==> src/design/btfp_pkg.sv <==
// ----------------------------------------------------------------------------
// btfp_pkg
// Shared constants and types for the byte to frame packer.
// ----------------------------------------------------------------------------
package btfp_pkg;

    localparam int FRAME_BYTES = 8;
    localparam int BYTE_W      = 8;
    localparam int DATA_W      = 64;
    localparam int CNT_W       = 4;
    localparam int IDX_W       = (FRAME_BYTES > 1) ? $clog2(FRAME_BYTES) : 1;

    localparam logic CMD_BYTE    = 1'b0;
    localparam logic CMD_IDLE    = 1'b1;
    localparam logic KIND_COMMIT = 1'b0;
    localparam logic KIND_DROP   = 1'b1;

    typedef struct packed {
        logic              kind;
        logic [DATA_W-1:0] frame_data;
        logic [CNT_W-1:0]  byte_count;
        logic              idle_end;
    } result_t;

endpackage

==> src/design/btfp_frame.sv <==
// ----------------------------------------------------------------------------
// btfp_frame
// Open frame store, byte count and frame commit logic for one item.
// ----------------------------------------------------------------------------
module btfp_frame (
    input  logic                          clk,
    input  logic                          rst_n,
    input  logic                          step,
    input  logic                          pass_mode,
    input  logic                          cmd,
    input  logic [btfp_pkg::BYTE_W-1:0]   rx_byte,
    input  logic                          queue_full,
    output logic                          res_valid,
    output btfp_pkg::result_t             res
);
    import btfp_pkg::*;

    logic [BYTE_W-1:0] bytes_reg [FRAME_BYTES];
    logic [CNT_W-1:0]  held_count_reg;
    logic [CNT_W-1:0]  held_count_next;
    logic              active;
    logic              full_now;
    logic              wr_en;
    logic [IDX_W-1:0]  wr_idx;
    logic [CNT_W-1:0]  emit_count;
    logic [DATA_W-1:0] emit_data;

    assign active   = step && !pass_mode;
    assign full_now = held_count_reg >= CNT_W'(FRAME_BYTES);

    always_comb
    begin
        res_valid       = 1'b0;
        emit_count      = held_count_reg;
        held_count_next = held_count_reg;
        wr_en           = 1'b0;
        wr_idx          = held_count_reg[IDX_W-1:0];
        if (active)
        begin
            if (cmd == CMD_IDLE)
            begin
                res_valid       = 1'b1;
                held_count_next = '0;
                if (full_now)
                begin
                    emit_count = CNT_W'(FRAME_BYTES);
                end
            end
            else
            begin
                wr_en = 1'b1;
                if (full_now)
                begin
                    // commit the full frame, then open a new one with this byte
                    res_valid       = 1'b1;
                    emit_count      = CNT_W'(FRAME_BYTES);
                    wr_idx          = '0;
                    held_count_next = CNT_W'(1);
                end
                else
                begin
                    held_count_next = held_count_reg + CNT_W'(1);
                end
            end
        end
    end

    // zero the bytes at and above the count
    always_comb
    begin
        emit_data = '0;
        for (int i = 0; i < FRAME_BYTES; i++)
        begin
            if (CNT_W'(i) < emit_count)
            begin
                emit_data[BYTE_W*i +: BYTE_W] = bytes_reg[IDX_W'(i)];
            end
        end
    end

    always_comb
    begin
        res.kind       = queue_full ? KIND_DROP : KIND_COMMIT;
        res.frame_data = emit_data;
        res.byte_count = emit_count;
        res.idle_end   = (cmd == CMD_IDLE);
    end

    always_ff @(posedge clk or negedge rst_n)
    begin
        if (!rst_n)
        begin
            held_count_reg <= '0;
        end
        else
        begin
            held_count_reg <= held_count_next;
        end
    end

    always_ff @(posedge clk)
    begin
        if (wr_en)
        begin
            bytes_reg[wr_idx] <= rx_byte;
        end
    end

    a_count_bound: assert property (@(posedge clk) disable iff (!rst_n)
        held_count_reg <= CNT_W'(FRAME_BYTES))
        else $error("held byte count above frame size");

    a_idle_clears: assert property (@(posedge clk) disable iff (!rst_n)
        (active && cmd == CMD_IDLE) |=> held_count_reg == '0)
        else $error("idle flush did not empty the frame");

    a_byte_grows: assert property (@(posedge clk) disable iff (!rst_n)
        (active && cmd == CMD_BYTE && !full_now)
        |=> held_count_reg == $past(held_count_reg) + CNT_W'(1))
        else $error("stored byte did not advance the count");

    a_full_restart: assert property (@(posedge clk) disable iff (!rst_n)
        (active && cmd == CMD_BYTE && full_now) |=> held_count_reg == CNT_W'(1))
        else $error("byte after full frame did not open a new frame");

endmodule

==> src/design/btfp_out.sv <==
// ----------------------------------------------------------------------------
// btfp_out
// Result register for the output channel.
// ----------------------------------------------------------------------------
module btfp_out (
    input  logic                          clk,
    input  logic                          rst_n,
    input  logic                          load,
    input  btfp_pkg::result_t             res,
    input  logic                          out_stall,
    output logic                          ready,
    output logic                          out_valid,
    output btfp_pkg::result_t             out_res
);
    import btfp_pkg::*;

    logic    out_valid_reg;
    logic    out_valid_next;
    result_t res_reg;

    // free when empty or when the held result transfers this cycle
    assign ready = !out_valid_reg || !out_stall;

    always_comb
    begin
        out_valid_next = out_valid_reg;
        if (ready)
        begin
            out_valid_next = load;
        end
    end

    always_ff @(posedge clk or negedge rst_n)
    begin
        if (!rst_n)
        begin
            out_valid_reg <= 1'b0;
        end
        else
        begin
            out_valid_reg <= out_valid_next;
        end
    end

    always_ff @(posedge clk)
    begin
        if (ready && load)
        begin
            res_reg <= res;
        end
    end

    assign out_valid = out_valid_reg;
    assign out_res   = res_reg;

endmodule

==> src/design/byte_to_frame_packer_idle_flush_core.sv <==
// ----------------------------------------------------------------------------
// byte_to_frame_packer_idle_flush_core
// Packs received bytes into frames of up to eight bytes, flushed on idle.
// ----------------------------------------------------------------------------
// One item (a received byte or an idle-line event) is taken per clock when the
// output side keeps up: an item waits in the input register, where the frame
// store and count are updated, and any committed or dropped frame is then
// written to the result register. The sustained rate is one item per cycle,
// limited only by the result register draining. A byte arriving to a full
// frame yields the full frame (idle_end 0); an idle event yields the open
// frame, even an empty one (idle_end 1). kind is 1 when queue_full was set on
// the item that closed the frame. With pass_mode set, items are taken and
// ignored.
module byte_to_frame_packer_idle_flush_core (
    input  logic                          clk,
    input  logic                          rst_n,
    input  logic                          cfg_we,
    input  logic                          cfg_data,
    input  logic                          in_valid,
    output logic                          in_stall,
    input  logic                          cmd,
    input  logic [7:0]                    rx_byte,
    input  logic                          queue_full,
    output logic                          out_valid,
    input  logic                          out_stall,
    output logic                          kind,
    output logic [63:0]                   frame_data,
    output logic [3:0]                    byte_count,
    output logic                          idle_end
);
    import btfp_pkg::*;

    logic              pass_mode_reg;
    logic              in_valid_reg;
    logic              in_valid_next;
    logic              cmd_reg;
    logic [BYTE_W-1:0] rx_byte_reg;
    logic              queue_full_reg;
    logic              ready;
    logic              step;
    logic              accept;
    logic              res_valid;
    result_t           res;
    result_t           out_res;

    assign step     = in_valid_reg && ready;
    assign in_stall = in_valid_reg && !ready;
    assign accept   = in_valid && !in_stall;

    always_comb
    begin
        in_valid_next = in_valid_reg;
        if (!in_stall)
        begin
            in_valid_next = in_valid;
        end
    end

    always_ff @(posedge clk or negedge rst_n)
    begin
        if (!rst_n)
        begin
            pass_mode_reg <= 1'b0;
            in_valid_reg  <= 1'b0;
        end
        else
        begin
            in_valid_reg <= in_valid_next;
            if (cfg_we)
            begin
                pass_mode_reg <= cfg_data;
            end
        end
    end

    always_ff @(posedge clk)
    begin
        if (accept)
        begin
            cmd_reg        <= cmd;
            rx_byte_reg    <= rx_byte;
            queue_full_reg <= queue_full;
        end
    end

    btfp_frame u_frame (
        .clk        (clk),
        .rst_n      (rst_n),
        .step       (step),
        .pass_mode  (pass_mode_reg),
        .cmd        (cmd_reg),
        .rx_byte    (rx_byte_reg),
        .queue_full (queue_full_reg),
        .res_valid  (res_valid),
        .res        (res)
    );

    btfp_out u_out (
        .clk       (clk),
        .rst_n     (rst_n),
        .load      (step && res_valid),
        .res       (res),
        .out_stall (out_stall),
        .ready     (ready),
        .out_valid (out_valid),
        .out_res   (out_res)
    );

    assign kind       = out_res.kind;
    assign frame_data = out_res.frame_data;
    assign byte_count = out_res.byte_count;
    assign idle_end   = out_res.idle_end;

endmodule
==> config.mk <==
export PLATFORM = sky130hd
export DESIGN_NAME = byte_to_frame_packer_idle_flush_core
export DESIGN_NICKNAME = d
export VERILOG_FILES = /design/src/design/btfp_pkg.sv /design/src/design/btfp_frame.sv /design/src/design/btfp_out.sv /design/src/design/byte_to_frame_packer_idle_flush_core.sv
export SDC_FILE = /design/constraint.sdc
export NUM_CORES = 1
export LEC_CHECK = 0
export BUFFER_PORTS_ARGS = -buffer_cell sky130_fd_sc_hd__buf_4
export CORE_ASPECT_RATIO = 1.5
export CORE_MARGIN = 2
export CORE_UTILIZATION = 59
export CTS_CLUSTER_SIZE = 24
export DETAILED_ROUTE_END_ITERATION = 10
export HOLD_SLACK_MARGIN = 0.15
export PLACE_DENSITY_LB_ADDON = 0.3
export SLEW_MARGIN = 40
export SYNTH_ARGS = -nofsm -noshare
export SYNTH_HDL_FRONTEND = slang
export SYNTH_SLANG_ARGS = --single-unit
export TNS_END_PERCENT = 100
==> constraint.sdc <==
create_clock -name clk -period 12.4 [get_ports clk]
set_input_delay 3.72 -clock clk [delete_from_list [all_inputs] [get_ports clk]]
set_output_delay 3.72 -clock clk [all_outputs]
set_load 0.02 [all_outputs]
==> results of run 1 <==
==> synthesized netlist by cell type (all sizes together), types with 2 or more instances <==
master,count
edfxtp,144
nor2b,50
and2,17
dfrtp,7
nor3,7
buf,6
o21ai,6
nand2,5
nor2,5
nor4,5
a21oi,4
clkbuf,2
ha,2
inv,2
o31ai,2
or2,2
==> cells by family (layout without fill, tap and decap cells) <==
family	count (synthesis)	count (layout)	synth area share (%)
AND/OR/NAND/NOR	96	96	11.3
adder cells (fa/ha/maj)	2	2	0.470
multiplexers	1	1	0.212
AO/OA/AOI/OAI	16	16	2.16
flip-flops	151	151	84.6
buffers and inverters	10	126	1.25
==> power groups by stage <==
stage                     clock network (µW)  logic, µW  registers (µW)
after global placement                     0       95.0             625
after CTS                                631        102             617
after detailed placement                   0       99.4             626
after floorplan                            0       59.8             626
after global routing                     658        110             619
final                                    627        101             617
==> layer usage <==
metal | routed length, µm | share of wire (%) | vias to the layer above | track usage, %
met5 | 0 | 0 | - | 0
met4 | 93 | 0.98 | 0 | 7.73
met2 | 5210 | 55 | 115 | 36.2
met1 | 3340 | 35 | 1295 | 26.6
met3 | 838 | 8.8 | 10 | 6.87
li1 | - | - | 1233 | -
==> area by class of cell <==
type	instances	area [µm²]	share of cell area (%)
Clock buffer	18	429	6.26
Clock inverter	14	302	4.40
Inverter	2	7.51	0.110
Multi-Input combinational cell	115	783	11.4
Sequential cell	151	4500	65.7
Tap cell	110	138	2.01
Timing Repair Buffer	92	691	10.1
==> through the flow <==
stage	area [µm²]	setup slack (ns)	util [%]	std cells	total power, µW
finish	6850	4.50	78.1	502	1340
detailed placement	6120	4.51	69.7	470	725
CTS	6850	4.51	78.0	502	1350
global placement	6100	4.54	69.5	470	720
global route	6850	4.47	78.1	502	1390
floorplan	5320	4.69	-	276	686
==> path summary, 6_finish.rpt <==
check	from	endpoint	slack (ns)	cells after the start
min	queue_full_reg	u_out.out_res[69]	0.42	0
max	out_stall	in_stall	4.50	3
min reg2reg	queue_full_reg	u_out.out_res[69]	0.42	0
max in group asynchronous	rst_n	u_frame.held_count_reg[3]	9.16	1
min in group asynchronous	rst_n	u_frame.held_count_reg[3]	3.11	1
max reg2reg	u_frame.held_count_reg[3]	u_out.out_res[35]	9.93	3
==> critical path: stages <==
cell	delay [ns]
buf_4	0.12
and3_1	0.17
buf_4	0.17
==> cells in the final DEF, fill, tap and decap left out, types with 2 or more instances in the layout <==
master / synthesis / layout
o31ai_1: 2 / 2
clkbuf_16: 0 / 17
clkinvlp_4: 0 / 2
nor3_1: 6 / 2
ha_1: 2 / 2
buf_4: 1 / 92
and2_1: 17 / 17
clkinv_1: 0 / 2
o21ai_0: 6 / 6
dfrtp_1: 7 / 6
a21oi_1: 2 / 2
nand2_1: 5 / 5
edfxtp_1: 144 / 144
nor2_1: 4 / 3
nor3_2: 0 / 4
nor2b_1: 50 / 49
bufinv_16: 0 / 9
inv_1: 2 / 2
nor4_1: 4 / 4
==> out/qor.yml, run 1 <==
global_routing:
  grt_max_degree: 53
  gr-total-overflow: 0
  grt_pass1_wl_um: 14600
  antenna_found_initial: 0
  grt_pass1_vias: 2639
  grt_use_total_pct: 21.8
synth:
  synth_area_um2: 5320
  synth_edf_count: 144
  syn_inst: 276
  synthTopCellsByArea: "edfxtp_1 81%, nor2b_1 5.9%, dfrtp_1 3.3%"
  syn-num-nets: 294
  ys_seq_area_share_pct: 84.6
  yosysTopAreaCell: "edfxtp_1"
  yosysTopAreaCellShare_pct: 81.3
  ys_ff_latch: 151
  async_flop_share_pct: 4.64
  syn_avg_cell_area_um2: 19.3
  yosys_warnings: 0
  ys.flop_type: "edfxtp_1"
  ys_types: 34
power_and_ir_drop:
  irDropWorstVdd_uv: 139
  p_comb_share_pct: 7.5
  cellPowerDensity_nw_per_um2: 196
  p_leak_uw: 0.00247
  switching_share_pct: 20.8
  pwr-share-clk_pct: 46.6
  intPower_uw: 1070
  seqPwrFrac_pct: 45.9
  p_switching_uw: 279
floorplanning:
  coreArea_um2: 8780
  num_io_pins: 88
  die_w_um: 81.5
  initial_core_util_pct: 60.6
  die-height_um: 120
  die_area_um2: 9810
  fp-row-count: 42
timing:
  skew_ns: 0.00756
  hold_slack_ns: 0.417
  tns_ns: 0
  tightest_slew_ns: 0.689
  setup_viol: 0
  timing.final.crit_share_pct: 63.7
  hold_viol_final: 0
  fin_crit_ns: 7.90
  slew-limit-headroom_pct: 53.8
  rsz0062_at_grt: "false"
  fmax_mhz: 127
  finalMaxSlewViolations: 0
layout:
  num_antenna_cells: 0
  fill_cells: 483
  syn2layout_area_growth_pct: 28.8
  drive_gt1_share_pct: 34.9
  largest_reg_flops: 70
  layout.nets: 397
detailed_routing:
  drtIter0Drc: 296
  via_per_inst: 5.28
  detail-route-antenna-nets: 0
  num_vias: 2653
  drc: 0
  finalWirelength_um: 9480
  firstDrtPassIters: 5
  wl_per_cell_um: 18.9
min_path:
  hold_path.class: "register to register"
worst_setup_path:
  criticalPathCategory: "input pin to output pin"
  cp_max_fo: 3
  worstPathRequired_ns: 8.68
  cp.arrival_ns: 4.18
  critPathLaunchType: "input pin"
  crit_path_end_kind: "output pin"
clocking:
  htreeDepth: 4
  clock_path_buffers: 2
  numCtsBuffers: 17
  clkLatencyLatePin_ns: 0.42
  clk_pin_slew_ns: 0.06
  cts-root-buf: "clkbuf_16"
  cts_resized: 0
  postCtsSetupBuffers: 0
  cts_sinks: 151
  cts_tree: "done"
  hold_buffers: 0
job:
  cap_violations: 0
placement:
  portBuffers: 87
  gp_congestion: 0.827
  place_hpwl_um: 5570
status:
  status: "completed"
Note: power is estimated with default switching activity, not from simulation.
==> run 2: changes to the inputs <==
--- a/config.mk
+++ b/config.mk
@@ -8,7 +8,7 @@
 export BUFFER_PORTS_ARGS = -buffer_cell sky130_fd_sc_hd__buf_4
 export CORE_ASPECT_RATIO = 1.5
 export CORE_MARGIN = 2
-export CORE_UTILIZATION = 59
+export CORE_UTILIZATION = 50
 export CTS_CLUSTER_SIZE = 24
 export DETAILED_ROUTE_END_ITERATION = 10
 export HOLD_SLACK_MARGIN = 0.15
==> constraint.sdc (replaced) <==
create_clock -name clk -period 7 [get_ports clk]
set_input_delay 2.1 -clock clk [delete_from_list [all_inputs] [get_ports clk]]
set_output_delay 2.1 -clock clk [all_outputs]
set_load 0.02 [all_outputs]
==> run 2 against run 1 <==
Clock power increased by 47%. Die area up 17%. Global-route usage is 5.0 points lower. Combinational power up 74%. First-iteration DRC count decreased by 33%. Critical path depth stayed put. Sequential share of layout area up 0.66 points. Design area fell by 1.0%. Sequential power up 77%. Via count decreased by 2.2%. Final cell count increased by 7.0%. Clock skew grew 0.0038 ns. Critical path type unchanged. Largest cell class unchanged. Highest routed layer unchanged.
==> out/qor.yml, run 2 (synthesized netlist as in run 1, its figures left out) <==
status:
  status: "completed"
detailed_routing:
  firstDrtPassIters: 4
  wl_per_cell_um: 16.8
  via_per_inst: 4.83
  drtIter0Drc: 197
  drc: 0
  detail-route-antenna-nets: 0
  num_vias: 2594
  finalWirelength_um: 9010
global_routing:
  grt_use_total_pct: 16.8
  grt_max_degree: 62
  antenna_found_initial: 0
  grt_pass1_wl_um: 13500
  grt_pass1_vias: 2511
  gr-total-overflow: 0
worst_setup_path:
  cp.arrival_ns: 2.55
  worstSetupStartpoint: "out_stall"
  reg2reg_from: "pass_mode_reg"
  cp_max_fo: 3
  critPathCapture: "in_stall"
  worstRegToRegCells: 4
  rrSetupSlack_ns: 4.73
  rr_endpoint: "u_out.out_res[25]"
  critPathLaunchType: "input pin"
  crit_path_end_kind: "output pin"
  criticalPathCategory: "input pin to output pin"
  worstPathRequired_ns: 4.90
power_and_ir_drop:
  irDropWorstVdd_uv: 207
  p_total_uw: 2190
  p_leak_uw: 0.00242
  cellPowerDensity_nw_per_um2: 323
layout:
  drive_gt1_share_pct: 35.1
  layout.nets: 398
  multi_input_area_um2: 783
  syn2layout_area_growth_pct: 27.5
  largest_reg_flops: 70
  mostFrequentLayoutCells: "144 x edfxtp_1, 93 x buf_4, 49 x nor2b_1, 17 x and2_1, 17 x clkbuf_16"
  fill_cells: 739
  num_antenna_cells: 0
  final_common_cell: "edfxtp_1"
  seqCellArea_um2: 4500
  stdcell_count: 537
floorplanning:
  die-height_um: 130
  die_w_um: 88.2
  num_io_pins: 88
  coreArea_um2: 10500
  initial_core_util_pct: 50.8
  fp-row-count: 46
  die_area_um2: 11500
clocking:
  clk_pin_slew_ns: 0.06
  hold_buffers: 0
  htreeDepth: 4
  cts_resized: 0
  cts_tree: "done"
  numCtsBuffers: 17
  cts_sinks: 151
  postCtsSetupBuffers: 0
  clkLatencyLatePin_ns: 0.41
  clock_path_buffers: 2
  cts-root-buf: "clkbuf_16"
timing:
  tightest_slew_ns: 0.760
  hold_viol_final: 0
  postLayoutSetupSlackWorst_ns: 2.36
  timing.final.crit_share_pct: 66.4
  finalMaxSlewViolations: 0
  fmax_mhz: 215
  slew-limit-headroom_pct: 49.3
  rsz0062_at_grt: "false"
  hold_slack_ns: 0.418
  fin_crit_ns: 4.65
  skew_ns: 0.0113
  tns_ns: 0
  setup_viol: 0
placement:
  pre_cts_slack_ns: 2.37
  gp_congestion: 0.780
  dpl.cell_count: 505
  portBuffers: 87
  place_hpwl_um: 5860
min_path:
  hold_path.class: "register to register"
job:
  cap_violations: 0
## run 2: where the power goes
group	internal [µW]	switching, µW
Combinational	67.4	109
Clock	592	330
Sequential	1050	44.2
## run 2: worst max-delay path: stages
cell	delay, ns
buf_4	0.11
and3_1	0.17
buf_4	0.16
## run 2: how the worst min path moves through the flow
stage / from / slack (ns) / end / depth (start not counted)
after floorplan: queue_full_reg / 0.40 / u_out.out_res[69] / 0
after global placement: queue_full_reg / 0.40 / u_out.out_res[69] / 0
after detailed placement: queue_full_reg / 0.41 / u_out.out_res[69] / 0
after CTS: queue_full_reg / 0.42 / u_out.out_res[69] / 0
after global routing: queue_full_reg / 0.42 / u_out.out_res[69] / 0
final: queue_full_reg / 0.42 / u_out.out_res[69] / 0
## run 2: final cells by class
cell class,instances,area share [%]
Inverter,2,0.111
Timing Repair Buffer,93,10.3
Clock inverter,14,2.69
Sequential cell,151,66.4
Multi-Input combinational cell,115,11.6
Clock buffer,18,6.33
Tap cell,144,2.66
## run 2: metrics by stage
stage	instance area [µm²]	util [%]
after floorplan	5320	-
after global placement	6150	58.7
after detailed placement	6160	58.8
after CTS	6770	64.7
after global routing	6780	64.7
final	6780	64.7
## run 2: layer usage
layer	vias up	wire length [µm]	GRT usage, %
li1	1233	-	-
met1	1251	3580	19.6
met2	92	4700	27.9
met3	18	452	4.93
met4	0	278	8.82
met5	-	0	0
==> run 3: changes to the inputs <==
--- a/config.mk
+++ b/config.mk
@@ -8,7 +8,7 @@
 export BUFFER_PORTS_ARGS = -buffer_cell sky130_fd_sc_hd__buf_4
 export CORE_ASPECT_RATIO = 1.5
 export CORE_MARGIN = 2
-export CORE_UTILIZATION = 50
+export CORE_UTILIZATION = 55
 export CTS_CLUSTER_SIZE = 24
 export DETAILED_ROUTE_END_ITERATION = 10
 export HOLD_SLACK_MARGIN = 0.15
==> constraint.sdc (replaced) <==
create_clock -name clk -period 4.4 [get_ports clk]
set_input_delay 1.32 -clock clk [delete_from_list [all_inputs] [get_ports clk]]
set_output_delay 1.32 -clock clk [all_outputs]
set_load 0.02 [all_outputs]
==> run 3 against run 2 <==
Sequential share of layout area up 1.1 points. Critical path type unchanged. First-iteration DRC count fell by 20%. Largest power group unchanged. Global-route usage rose by 0.80 points. Combinational power increased by 59%. Largest cell class unchanged.
==> out/qor.yml, run 3 (synthesized netlist as in run 1, its figures left out) <==
worst_setup_path:
  cp_max_fo: 3
  worstRegToRegCells: 3
  critPathLaunchType: "input pin"
  cp_num_buf_inv: 2
  critPathCapture: "in_stall"
  cp_slowest_stage_delay_ns: 0.17
  criticalPathCategory: "input pin to output pin"
  critPathTopFamily: "buffers and inverters"
  cp.depth: 3
  cp_slowest_cell: "and3_1"
  rr_endpoint: "u_out.out_res[26]"
  crit_path_end_kind: "output pin"
  worstSetupStartpoint: "out_stall"
  crit_chain: "buf_4 > and3_1 > buf_4"
  reg2reg_from: "u_frame.held_count_reg[3]"
  rrSetupSlack_ns: 2.18
  cp.arrival_ns: 1.77
  worstPathRequired_ns: 3.08
  cpMostUsedCell: "buf_4"
detailed_routing:
  detail-route-antenna-nets: 0
  drc: 0
  firstDrtPassIters: 4
  via_per_inst: 5.19
  num_vias: 2637
  finalWirelength_um: 8680
  wl_per_cell_um: 17.1
  drtIter0Drc: 157
floorplanning:
  initial_core_util_pct: 55.8
  num_io_pins: 88
  fp-row-count: 44
  die_w_um: 84.3
  die_area_um2: 10500
  die-height_um: 124
  coreArea_um2: 9520
min_path:
  hp-start: "queue_full_reg"
  hold_path.class: "register to register"
  worst_hold_path.num_cells: 0
clocking:
  postCtsSetupBuffers: 0
  hold_buffers: 0
  numCtsBuffers: 17
  cts_sinks: 151
  cts-root-buf: "clkbuf_16"
  htreeDepth: 4
  clk_pin_slew_ns: 0.05
  clkLatencyLatePin_ns: 0.41
  cts_tree: "done"
  cts_resized: 0
  clock_path_buffers: 2
placement:
  gp_congestion: 0.834
  place_hpwl_um: 5740
  portBuffers: 87
job:
  cap_violations: 0
layout:
  largest_reg_flops: 70
  syn2layout_area_growth_pct: 25.5
  layout.nets: 398
  final_common_cell: "edfxtp_1"
  num_antenna_cells: 0
  fin_util_pct: 70.1
  drive_gt1_share_pct: 35.4
  mostFrequentLayoutCells: "144 x edfxtp_1, 93 x buf_4, 49 x nor2b_1, 17 x and2_1, 17 x clkbuf_16"
global_routing:
  grt_use_total_pct: 17.6
  gr-total-overflow: 0
  antenna_found_initial: 0
  grt_pass1_wl_um: 13300
  grt_pass1_vias: 2616
  grt_max_degree: 29
power_and_ir_drop:
  irDropWorstVdd_uv: 383
  p_leak_uw: 0.00239
  cellPowerDensity_nw_per_um2: 494
timing:
  fin_crit_ns: 3.09
  slew-limit-headroom_pct: 56.9
  skew_ns: 0.00744
  hold_viol_final: 0
  finalMaxSlewViolations: 0
  fmax_mhz: 324
  tns_ns: 0
  timing.final.crit_share_pct: 70.1
  rsz0062_at_grt: "false"
  tightest_slew_ns: 0.643
  setup_viol: 0
status:
  status: "completed"
[run 3: cell types whose count changed in the layout (fill, tap and decap cells not counted), sizes merged]
cell	previous run	this run
bufinv	4	1
clkinvlp	4	3
clkbuf	18	19
clkinv	6	9
[run 3: worst min-delay path by stage]
stage                              to  slack (ns)
detailed placement  u_out.out_res[69]        0.42
finish              u_out.out_res[69]        0.43
floorplan           u_out.out_res[69]        0.40
global placement    u_out.out_res[69]        0.42
CTS                 u_out.out_res[69]        0.43
global route        u_out.out_res[69]        0.44
[run 3: per-layer routing]
layer	share of wire, %	wire length [µm]	global-route usage [%]	vias up
met5	0	0	0	-
met4	2.4	205	8.92	0
met3	7.3	634	5.96	17
met2	53	4600	29.6	105
met1	37	3250	19.6	1278
li1	-	-	-	1237
[run 3: power by group]
group	switching, µW	internal (µW)	total, µW
Sequential	69.6	1660	1730
Clock	517	771	1290
Combinational	171	108	279
[run 3: worst reg2reg max path, stage by stage (launching register included)]
cell	delay, ns
dfrtp_2	0.72
nor2_1	0.23
nor2_4	0.50
buf_4	0.43
[run 3: through the flow]
step	power (µW)	hold WS, ns	cell area (µm²)	setup WS (ns)	instances
5_1_grt	3420	0.436	6680	1.29	508
3_5_place_dp	2040	0.417	6130	1.29	476
3_3_place_gp	2030	0.423	6110	1.33	476
4_1_cts	3330	0.431	6670	1.33	508
6_report	3300	0.431	6680	1.31	508
2_1_floorplan	1930	0.400	5320	0.570	276
[run 3: final cells by class]
cell class | instances | area [µm²]
fillers | 612 | 2850
multi-input cells | 115 | 783
inverters | 2 | 7.51
clock buffers | 19 | 433
clock inverters | 13 | 109
well taps | 115 | 144
flip-flops and latches | 151 | 4500
repair buffers | 93 | 698
